`src/rtl/tks_pkg.sv`:
```
// shared types and constants for the top-k selector
`timescale 1ns / 1ps

package tks_pkg;

  localparam int SCORE_W = 32;
  localparam int CLASS_W = 16;
  localparam int K_CFG_W = 4;

  localparam logic [K_CFG_W-1:0]        K_RESET     = 4'd5;
  localparam logic signed [SCORE_W-1:0] SCORE_EMPTY = 32'sh8000_0000;
  localparam logic [CLASS_W-1:0]        CLASS_EMPTY = 16'hFFFF;

  // one input request
  typedef struct packed {
    logic signed [SCORE_W-1:0] score;
    logic                      last_item;
  } tks_in_t;

  // one ranked result
  typedef struct packed {
    logic signed [SCORE_W-1:0] ranked_score;
    logic [CLASS_W-1:0]        ranked_class;
    logic                      filled;
    logic                      last_rank;
  } tks_out_t;

  // one rank as handed from the store to the output buffer
  typedef struct packed {
    logic signed [SCORE_W-1:0] score;
    logic [CLASS_W-1:0]        cls;
    logic                      filled;
  } tks_entry_t;

  // output buffer status seen by the request stage
  typedef struct packed {
    logic busy;
    logic can_load;
  } tks_drain_stat_t;

endpackage

```
`src/rtl/tks_insert.sv`:
```
// ranked store with parallel compare-and-shift insertion
`timescale 1ns / 1ps

module tks_insert
  import tks_pkg::*;
#(
  parameter int K_MAX     = 8,
  parameter int MAX_ITEMS = 65536,
  parameter int KW        = $clog2(K_MAX + 1),
  parameter int CNT_W     = $clog2(MAX_ITEMS + 1)
) (
  input  logic          clk,
  input  logic          rst_n,
  input  logic          commit,
  input  tks_in_t       item,
  input  logic [KW-1:0] kk,
  output tks_entry_t    snap [K_MAX]
);

  localparam int IW = (K_MAX > 1) ? $clog2(K_MAX) : 1;

  logic signed [SCORE_W-1:0] score_r [K_MAX];
  logic [CLASS_W-1:0]        class_r [K_MAX];
  logic [KW-1:0]             held_r;
  logic [CNT_W-1:0]          cnt_r;

  logic signed [SCORE_W-1:0] score_nxt [K_MAX];
  logic [CLASS_W-1:0]        class_nxt [K_MAX];
  logic signed [SCORE_W-1:0] above_s   [K_MAX];
  logic [CLASS_W-1:0]        above_c   [K_MAX];
  logic [K_MAX-1:0]          ge;
  logic [K_MAX-1:0]          above_ge;
  logic [KW-1:0]             held_t;
  logic [KW-1:0]             held_new;
  logic [KW-1:0]             km1;
  logic [CNT_W+CLASS_W-1:0]  cnt_ext;
  logic [CLASS_W-1:0]        cls_in;
  logic                      active;
  logic                      insert_ok;

  // entries ranked below a shrunken k are dropped first
  assign held_t  = (held_r > kk) ? kk : held_r;
  assign active  = (cnt_r < CNT_W'(MAX_ITEMS));
  assign cnt_ext = {{CLASS_W{1'b0}}, cnt_r};
  assign cls_in  = cnt_ext[CLASS_W-1:0];
  assign km1     = kk - KW'(1);

  always_comb begin
    for (int i = 0; i < K_MAX; i++) begin
      ge[i] = (KW'(i) < held_t) && (score_r[i] >= item.score);
    end
    above_ge[0] = 1'b1;
    above_s[0]  = item.score;
    above_c[0]  = cls_in;
    for (int i = 1; i < K_MAX; i++) begin
      above_ge[i] = ge[i-1];
      above_s[i]  = score_r[i-1];
      above_c[i]  = class_r[i-1];
    end
  end

  // held entries are sorted, so ge is a prefix: the new score lands after it
  assign insert_ok = active && !ge[km1[IW-1:0]];

  always_comb begin
    for (int i = 0; i < K_MAX; i++) begin
      if (!insert_ok || ge[i]) begin
        score_nxt[i] = score_r[i];
        class_nxt[i] = class_r[i];
      end else if (above_ge[i]) begin
        score_nxt[i] = item.score;
        class_nxt[i] = cls_in;
      end else begin
        score_nxt[i] = above_s[i];
        class_nxt[i] = above_c[i];
      end
    end
  end

  assign held_new = (insert_ok && (held_t < kk)) ? held_t + KW'(1) : held_t;

  always_comb begin
    for (int i = 0; i < K_MAX; i++) begin
      if (KW'(i) < held_new) begin
        snap[i] = '{score: score_nxt[i], cls: class_nxt[i], filled: 1'b1};
      end else begin
        snap[i] = '{score: SCORE_EMPTY, cls: CLASS_EMPTY, filled: 1'b0};
      end
    end
  end

  always_ff @(posedge clk) begin
    if (!rst_n) begin
      held_r <= '0;
      cnt_r  <= '0;
    end else if (commit) begin
      if (item.last_item) begin
        held_r <= '0;
        cnt_r  <= '0;
      end else begin
        held_r <= held_new;
        if (active) begin
          cnt_r <= cnt_r + CNT_W'(1);
        end
      end
    end
  end

  always_ff @(posedge clk) begin
    if (commit) begin
      for (int i = 0; i < K_MAX; i++) begin
        score_r[i] <= score_nxt[i];
        class_r[i] <= class_nxt[i];
      end
    end
  end

endmodule

```
`src/rtl/tks_drain.sv`:
```
// output buffer that shifts out a loaded ranked set one result at a time
`timescale 1ns / 1ps

module tks_drain
  import tks_pkg::*;
#(
  parameter int K_MAX = 8,
  parameter int KW    = $clog2(K_MAX + 1)
) (
  input  logic            clk,
  input  logic            rst_n,
  input  logic            load,
  input  logic [KW-1:0]   kk,
  input  tks_entry_t      snap [K_MAX],
  output logic            out_valid,
  input  logic            out_stall,
  output tks_out_t        out_data,
  output tks_drain_stat_t stat
);

  tks_entry_t    buf_r [K_MAX];
  logic [KW-1:0] rem_r;
  logic          out_accept;

  assign out_valid  = (rem_r != '0);
  assign out_accept = out_valid && !out_stall;

  assign out_data = '{
    ranked_score: buf_r[0].score,
    ranked_class: buf_r[0].cls,
    filled:       buf_r[0].filled,
    last_rank:    (rem_r == KW'(1))
  };

  // a new set may enter as the final rank of the current one leaves
  assign stat.busy     = out_valid;
  assign stat.can_load = (rem_r == '0) || ((rem_r == KW'(1)) && !out_stall);

  always_ff @(posedge clk) begin
    if (!rst_n) begin
      rem_r <= '0;
    end else if (load) begin
      rem_r <= kk;
    end else if (out_accept) begin
      rem_r <= rem_r - KW'(1);
    end
  end

  always_ff @(posedge clk) begin
    if (load) begin
      for (int i = 0; i < K_MAX; i++) begin
        buf_r[i] <= snap[i];
      end
    end else if (out_accept) begin
      for (int i = 0; i < K_MAX - 1; i++) begin
        buf_r[i] <= buf_r[i+1];
      end
    end
  end

endmodule

```
`src/rtl/top_k_selector.sv`:
```
// top level of the streaming top-k selector
`timescale 1ns / 1ps

// Streaming top-k selector. Scores arrive one per request, numbered from 0;
// the k best (k from cfg_wr_data, 0 read as 1, above K_MAX read as K_MAX) are
// kept in descending order, ties going to the earlier class. A request with
// last_item set makes the block emit k ranked results, one per cycle while
// out_stall is low, then start a new stream. Each request is registered,
// then parallel compare-and-shift over the K_MAX slots updates the store,
// so one score is taken every cycle unless a last request waits. The ranked
// set moves into an output buffer, so scores of the next stream keep flowing
// while it drains; a further last request waits until that buffer is
// emptying its final rank, so streams shorter than k items are paced by the
// drain. A last request is registered, then its set loads into the buffer.

module top_k_selector
  import tks_pkg::*;
#(
  parameter int K_MAX     = 8,
  parameter int MAX_ITEMS = 65536
) (
  input  logic               clk,
  input  logic               rst_n,
  input  logic               in_valid,
  output logic               in_stall,
  input  tks_in_t            in_data,
  output logic               out_valid,
  input  logic               out_stall,
  output tks_out_t           out_data,
  input  logic               cfg_wr_en,
  input  logic [K_CFG_W-1:0] cfg_wr_data
);

  localparam int KW = $clog2(K_MAX + 1);

  logic [K_CFG_W-1:0] k_cfg_r;
  logic               pend_valid_r;
  tks_in_t            pend_item_r;
  logic [KW-1:0]      kk;
  logic               advance;
  logic               load;
  logic               in_accept;
  tks_entry_t         snap [K_MAX];
  tks_drain_stat_t    stat;

  always_comb begin
    if (k_cfg_r == '0) begin
      kk = KW'(1);
    end else if (32'(k_cfg_r) > K_MAX) begin
      kk = KW'(K_MAX);
    end else begin
      kk = KW'(k_cfg_r);
    end
  end

  // a last request needs room in the output buffer
  assign advance   = pend_valid_r && (!pend_item_r.last_item || stat.can_load);
  assign load      = advance && pend_item_r.last_item;
  assign in_stall  = pend_valid_r && !advance;
  assign in_accept = in_valid && !in_stall;

  always_ff @(posedge clk) begin
    if (!rst_n) begin
      k_cfg_r <= K_RESET;
    end else if (cfg_wr_en) begin
      k_cfg_r <= cfg_wr_data;
    end
  end

  always_ff @(posedge clk) begin
    if (!rst_n) begin
      pend_valid_r <= 1'b0;
    end else if (in_accept) begin
      pend_valid_r <= 1'b1;
    end else if (advance) begin
      pend_valid_r <= 1'b0;
    end
  end

  always_ff @(posedge clk) begin
    if (in_accept) begin
      pend_item_r <= in_data;
    end
  end

  tks_insert #(
    .K_MAX     (K_MAX),
    .MAX_ITEMS (MAX_ITEMS)
  ) u_insert (
    .clk    (clk),
    .rst_n  (rst_n),
    .commit (advance),
    .item   (pend_item_r),
    .kk     (kk),
    .snap   (snap)
  );

  tks_drain #(
    .K_MAX (K_MAX)
  ) u_drain (
    .clk       (clk),
    .rst_n     (rst_n),
    .load      (load),
    .kk        (kk),
    .snap      (snap),
    .out_valid (out_valid),
    .out_stall (out_stall),
    .out_data  (out_data),
    .stat      (stat)
  );

endmodule
```
`config.mk`:
```
export PLATFORM = sky130hd
export DESIGN_NAME = top_k_selector
export DESIGN_NICKNAME = d
export VERILOG_FILES = /design/src/rtl/tks_pkg.sv /design/src/rtl/tks_insert.sv /design/src/rtl/tks_drain.sv /design/src/rtl/top_k_selector.sv
export SDC_FILE = /design/constraint.sdc
export NUM_CORES = 2
export LEC_CHECK = 0
export BUFFER_PORTS_ARGS = -buffer_cell sky130_fd_sc_hd__buf_2
export CAP_MARGIN = 5
export CORE_MARGIN = 10
export CORE_UTILIZATION = 40
export CTS_CLUSTER_DIAMETER = 150
export DETAILED_ROUTE_END_ITERATION = 6
export PLACE_DENSITY = 0.66
export RECOVER_POWER = 25
export SLEW_MARGIN = 20
export SYNTH_ARGS = -nofsm -noshare
export SYNTH_HDL_FRONTEND = slang
export SYNTH_SLANG_ARGS = --single-unit
export TNS_END_PERCENT = 5
```
`constraint.sdc`:
```
create_clock -name clk -period 23.9 [get_ports clk]
set_input_delay 1.195 -clock clk [delete_from_list [all_inputs] [get_ports clk]]
set_output_delay 1.195 -clock clk [all_outputs]
set_load 0.03 [all_outputs]
```
-- Yosys cells after proc, flatten, opt, wreduce, memory -nomap -nowiden
Memories as Yosys holds them, arrays and structs flattened.
Cells that the tools add are included.
- word-level logic and storage cells: 155
- memories: 3
- bits in latches: 0
- memory bits (read-only): 0
- input bits: 42
- bits in registers: 63
- output and inout bits: 52
- RAM bits: 776
- memory list (memory ; depth ; bits a word ; read ports ; clocked after Yosys merged registers in ; wr ports ; line ; text):
    u_drain.buf_r ; 8 ; 49 ; 8 ; 0 ; 8 ; tks_drain.sv:21 ; tks_entry_t buf_r [K_MAX];
    u_insert.score_r ; 8 ; 32 ; 8 ; 0 ; 8 ; tks_insert.sv:22 ; logic signed [SCORE_W-1:0] score_r [K_MAX];
    u_insert.class_r ; 8 ; 16 ; 8 ; 0 ; 8 ; tks_insert.sv:23 ; logic [CLASS_W-1:0] class_r [K_MAX];
- reduce and logical (&&, ||, !) cells: 39
- shifts and indexed selects: 0
- div/mod/pow operators: 0
- eq/ne operators: 1
- multipliers: 0
- $add $sub $neg: 4
- magnitude comparators: 29
- bitwise operators: 7
- muxes and demuxes: 65
- operators with widths (operator ; number):
    49-bit two-way mux ; 15
    32-bit two-way mux ; 15
    32-bit >= comparator ; 8
    16-bit two-way mux ; 15
    17-bit two-way mux ; 2
    3-bit by 4-bit < comparator with 1-bit output, first input constant ; 8
    4-bit two-way mux ; 7
    17-bit by 1-bit adder with 17-bit output, second input constant ; 1
    17-bit < comparator, second input constant ; 1
    1-bit logical AND ; 16
    1-bit by 4-bit < comparator with 1-bit output, first input constant ; 4
    2-bit by 4-bit < comparator with 1-bit output, first input constant ; 4
    1-bit logical OR ; 10
    1-bit two-way mux ; 10
    4-bit logical NOT ; 2
    1-bit bitwise OR ; 7
    1-bit logical NOT ; 6
    2-bit nonzero test ; 3
    4-bit by 1-bit adder with 4-bit output, second input constant ; 1
    4-bit by 1-bit == test with 1-bit output, second input constant ; 1
    4-bit greater-than comparator ; 1
    4-bit greater-than comparator, second input constant ; 1
    3-bit by 4-bit < comparator with 1-bit output, second input constant ; 1
    4-bit < comparator ; 1
    5 further kinds ; 5

-- Longest topological paths before layout
- depth in word-level cells: 16
- depth in mapped cells: 21
- depth with buffers taken out: 16

-- Modules after synthesis
A second synthesis with hierarchy kept.
- cells, all modules: 3929
- area total of the unflattened synthesis: 47684.5 sq um
- modules (own cells, without submodules) (module ; cells each ; seq. area each (sq um) ; area an instance (sq um) ; instances):
    tks_insert ; 3010 ; 11951.5 ; 29781.1 ; 1
    tks_drain ; 861 ; 11851.4 ; 16677.2 ; 1
    top_k_selector ; 58 ; 1091.0 ; 1226.2 ; 1

-- Worst setup path before layout
OpenSTA, ideal clock, no wires.
- path type: input to register
- from: input out_stall
- to: memory u_drain.buf_r[0][0] (netlist bit), enable pin
- setup time: 0.721 ns
- setup slack: 5.127 ns
- required time: 23.179 ns
- arrival time: 18.052 ns
- cell stages on the path: 10
- buffers on the path: 3
- cell sequence: nor2b_1 o21ai_0 nand2_1 nand2_1 inv_1 nand2_1 clkbuf_1 clkbuf_1 clkbuf_1 nand2_1
- RTL lines (item ; line ; text):
    start, declared ; top_k_selector.sv:28 ; input logic out_stall,
    end, declared ; tks_drain.sv:21 ;

==> impl_metrics.env <==
export IMPL_skew_ps=37.92
export IMPL_synth_simple_gate_area_share_pct=11.48
export IMPL_grt_first_pass_wirelength_mm=199.5
export IMPL_startpoint_type="input pin"
export IMPL_clockBufferDepth=3
export IMPL_die_w_um=359.7
export IMPL_min_path_type="reg -> reg"
export IMPL_postCtsResizedCells=0
export IMPL_crit_family="buffers and inverters"
export IMPL_synth_cells=4078
export IMPL_wirelength_mm=130.9
export IMPL_cpPeakStageDelay_ps=7190
export IMPL_status="finished, violations left"
export IMPL_io_pins=94
export IMPL_violations="max-capacitance violations, max-slew violations"
export IMPL_synth_adder_area_share_pct=7.266
export IMPL_area_growth_pct=10.59
export IMPL_worst_pin_slew_ps=10110
export IMPL_postSynthAreaPerCell_sq_um=11.32
export IMPL_ir_worst_vdd_v=0.0001149
export IMPL_fmax_mhz=69.43
export IMPL_end_kind="flop"
export IMPL_routedWlPerCell_um=23.19
export IMPL_numClockSinks=839
export IMPL_drive_above_1_share_pct=11.20
export IMPL_root_buffer="clkbuf_16"
export IMPL_cpMaxStageDelayCell="clkbuf_1"
export IMPL_dp_hpwl_mm=83.02
export IMPL_finalCriticalPeriod_ps=14400
export IMPL_synthFlopType="edfxtp_1"
export IMPL_synth_seq_area_share_pct=53.94
export IMPL_drc=0
export IMPL_track_usage_pct=19.55
export IMPL_p_per_area_mw_per_mm2=111.8
export IMPL_setup_viol=0
export IMPL_synth_top_family_by_area="compound AO/OA/AOI/OAI gates"
export IMPL_layout_common_cells="edfxtp_1, nand2_1, nor2_1"
export IMPL_core_sq_mm=0.1145
export IMPL_worstSetupPathType="in -> reg"
export IMPL_synth_xor_area_share_pct=0.4365
export IMPL_vias_per_cell=5.847
export IMPL_ctsHoldBuffers=0
export IMPL_hold_viol_final=0
export IMPL_cts_tree="built"
export IMPL_die_h_um=359.7
export IMPL_dieArea_sq_mm=0.1294
export IMPL_grt_max_degree=162
export IMPL_num_rows=124
export IMPL_required_ps=23850
export IMPL_numCtsBuffers=90
export IMPL_instances_no_fill=5646
export IMPL_synth_compound_area_share_pct=12.86
export IMPL_p_leak_uw=0.01824
export IMPL_post_route_period_util_pct=60.26
export IMPL_drt_iter0_markers=3093
export IMPL_worstPathCellList="clkbuf_1 > nor2b_1 > o21ai_0 > nand2_1 > nand2_1 > clkinvlp_2 > clkbuf_1 > clkbuf_1"
export IMPL_syn_nets=4388
export IMPL_grt_overflow=0
export IMPL_max_slew_margin_pct=-573.8
export IMPL_drv_slew=519
export IMPL_path_buf_inv=4
export IMPL_async_reset_ff_share_pct=0
export IMPL_place_congestion=0.8675
export IMPL_synthDistinctLibCells=80
export IMPL_postCtsSetupBuffers=0
export IMPL_rsz0062_at_grt="false"
export IMPL_dr_pass1_iters=6
export IMPL_antenna_found_initial=5
export IMPL_initial_core_util_pct=40.31
export IMPL_ys_ff_latch=839
export IMPL_synth_area_sq_mm=0.04615
export IMPL_ys_warn_count=0
export IMPL_dpl_cell_count=5477
export IMPL_final_common_cell="edfxtp_1"
export IMPL_cp_common_cell="clkbuf_1"
export IMPL_vias=33010
export IMPL_worstPathArrival_ps=14360
export IMPL_portBuffers=93
export IMPL_synthMuxAreaShare_pct=10.08
export IMPL_path_clk_slew_ps=60
export IMPL_cp_max_fo=161
export IMPL_finalSetupTns_ps=0
export IMPL_maxCapViolCount=6
export IMPL_synth_edf_count=809
export IMPL_ant_nets=0
export IMPL_clk_latency_ps=680
export IMPL_final_nets=4369
export IMPL_grt_pass1_vias=32280
export IMPL_htreeDepth=3
[through the flow]
step	power [uW]	hold WS (ps)	util (%)	worst slack, ps	instance area (sq um)
2_1_floorplan	3782	459.5	-	5127	46150
3_3_place_gp	4208	501.3	42.02	16450	48120
3_5_place_dp	4253	500.8	42.02	16320	48120
4_1_cts	5710	516.6	44.64	16890	51110
5_1_grt	6002	540.4	44.57	8492	51040
6_report	5707	514.5	44.58	9497	51040
[cell usage after synthesis (39+ instances only)]
master	instances	area, sq um
a21oi_1	302	1511
or3_1	67	419.2
clkbuf_1	181	679.4
nand3_1	83	415.4
a31oi_1	39	244.0
mux2_2	177	1993
nor2_1	386	1449
edfxtp_1	809	24290
inv_1	207	777.0
buf_2	48	240.2
nand2_1	394	1479
mux2i_1	242	2422
o21ai_0	82	410.4
a22o_1	63	551.8
nand4_1	44	275.3
ha_1	268	3353
and2_1	52	325.3
[final timing paths]
kind                  startpoint                        to  cells past startpoint  slack, ps
max                    out_stall  u_insert.score_r[0][111]                      8       9500
min          u_drain.buf_r[1][0]       u_drain.buf_r[0][0]                      2        510
max reg2reg     u_drain.rem_r[0]  u_insert.score_r[0][111]                      8       9680
min reg2reg  u_drain.buf_r[1][0]       u_drain.buf_r[0][0]                      2        510
[layer usage]
layer  share of wire, %  vias to the layer above  global-route usage (%)
li1                   -                    15300                       -
met1                 44                    16270                   26.61
met2                 45                     1248                   31.24
met3                7.4                      190                   3.338
met4                3.2                        6                   6.935
met5              0.033                        -                       0
[power by group]
group	leakage, uW	internal (uW)	switching (uW)
sequential	0.00773	2270	192
combinational	0.00904	581	1220
clock	0.00147	831	619
total	0.0182	3680	2030
[logic make-up after synthesis]
logic type,Yosys count
mux,439
fa+ha+maj,268
xor+xnor,23
compound gates,877
simple gates,1167
flops,839
buf+inv,465
[worst reg2reg max path, stage by stage, from the launching register on]
cell	delay [ps]
dfxtp_1	390
ha_1	180
nor2b_1	120
o21ai_0	120
nand2_1	110
nand2_1	130
clkinvlp_2	3200
clkbuf_1	1950
clkbuf_1	7190
[layout make-up]
cell class / instances / area (sq um)
Fill cell: 10570 / 63460
Sequential cell: 839 / 24890
Multi-Input combinational cell: 2774 / 19660
Clock buffer: 116 / 2390
Tap cell: 1512 / 1892
Timing Repair Buffer: 145 / 815.8
Inverter: 209 / 787.0
Clock inverter: 50 / 601.8
Antenna cell: 1 / 2.502
[registers in the layout, summed over array words and instances (netlist names)]
signal / flops
u_insert.score_r: 256
pend_item_r: 33
k_cfg_r: 4
u_drain.rem_r: 4
u_insert.cnt_r: 17
u_drain.buf_r: 392
u_insert.held_r: 4
u_insert.class_r: 128
pend_valid_r: 1
No activity file was read; power rests on OpenSTA's default activity.
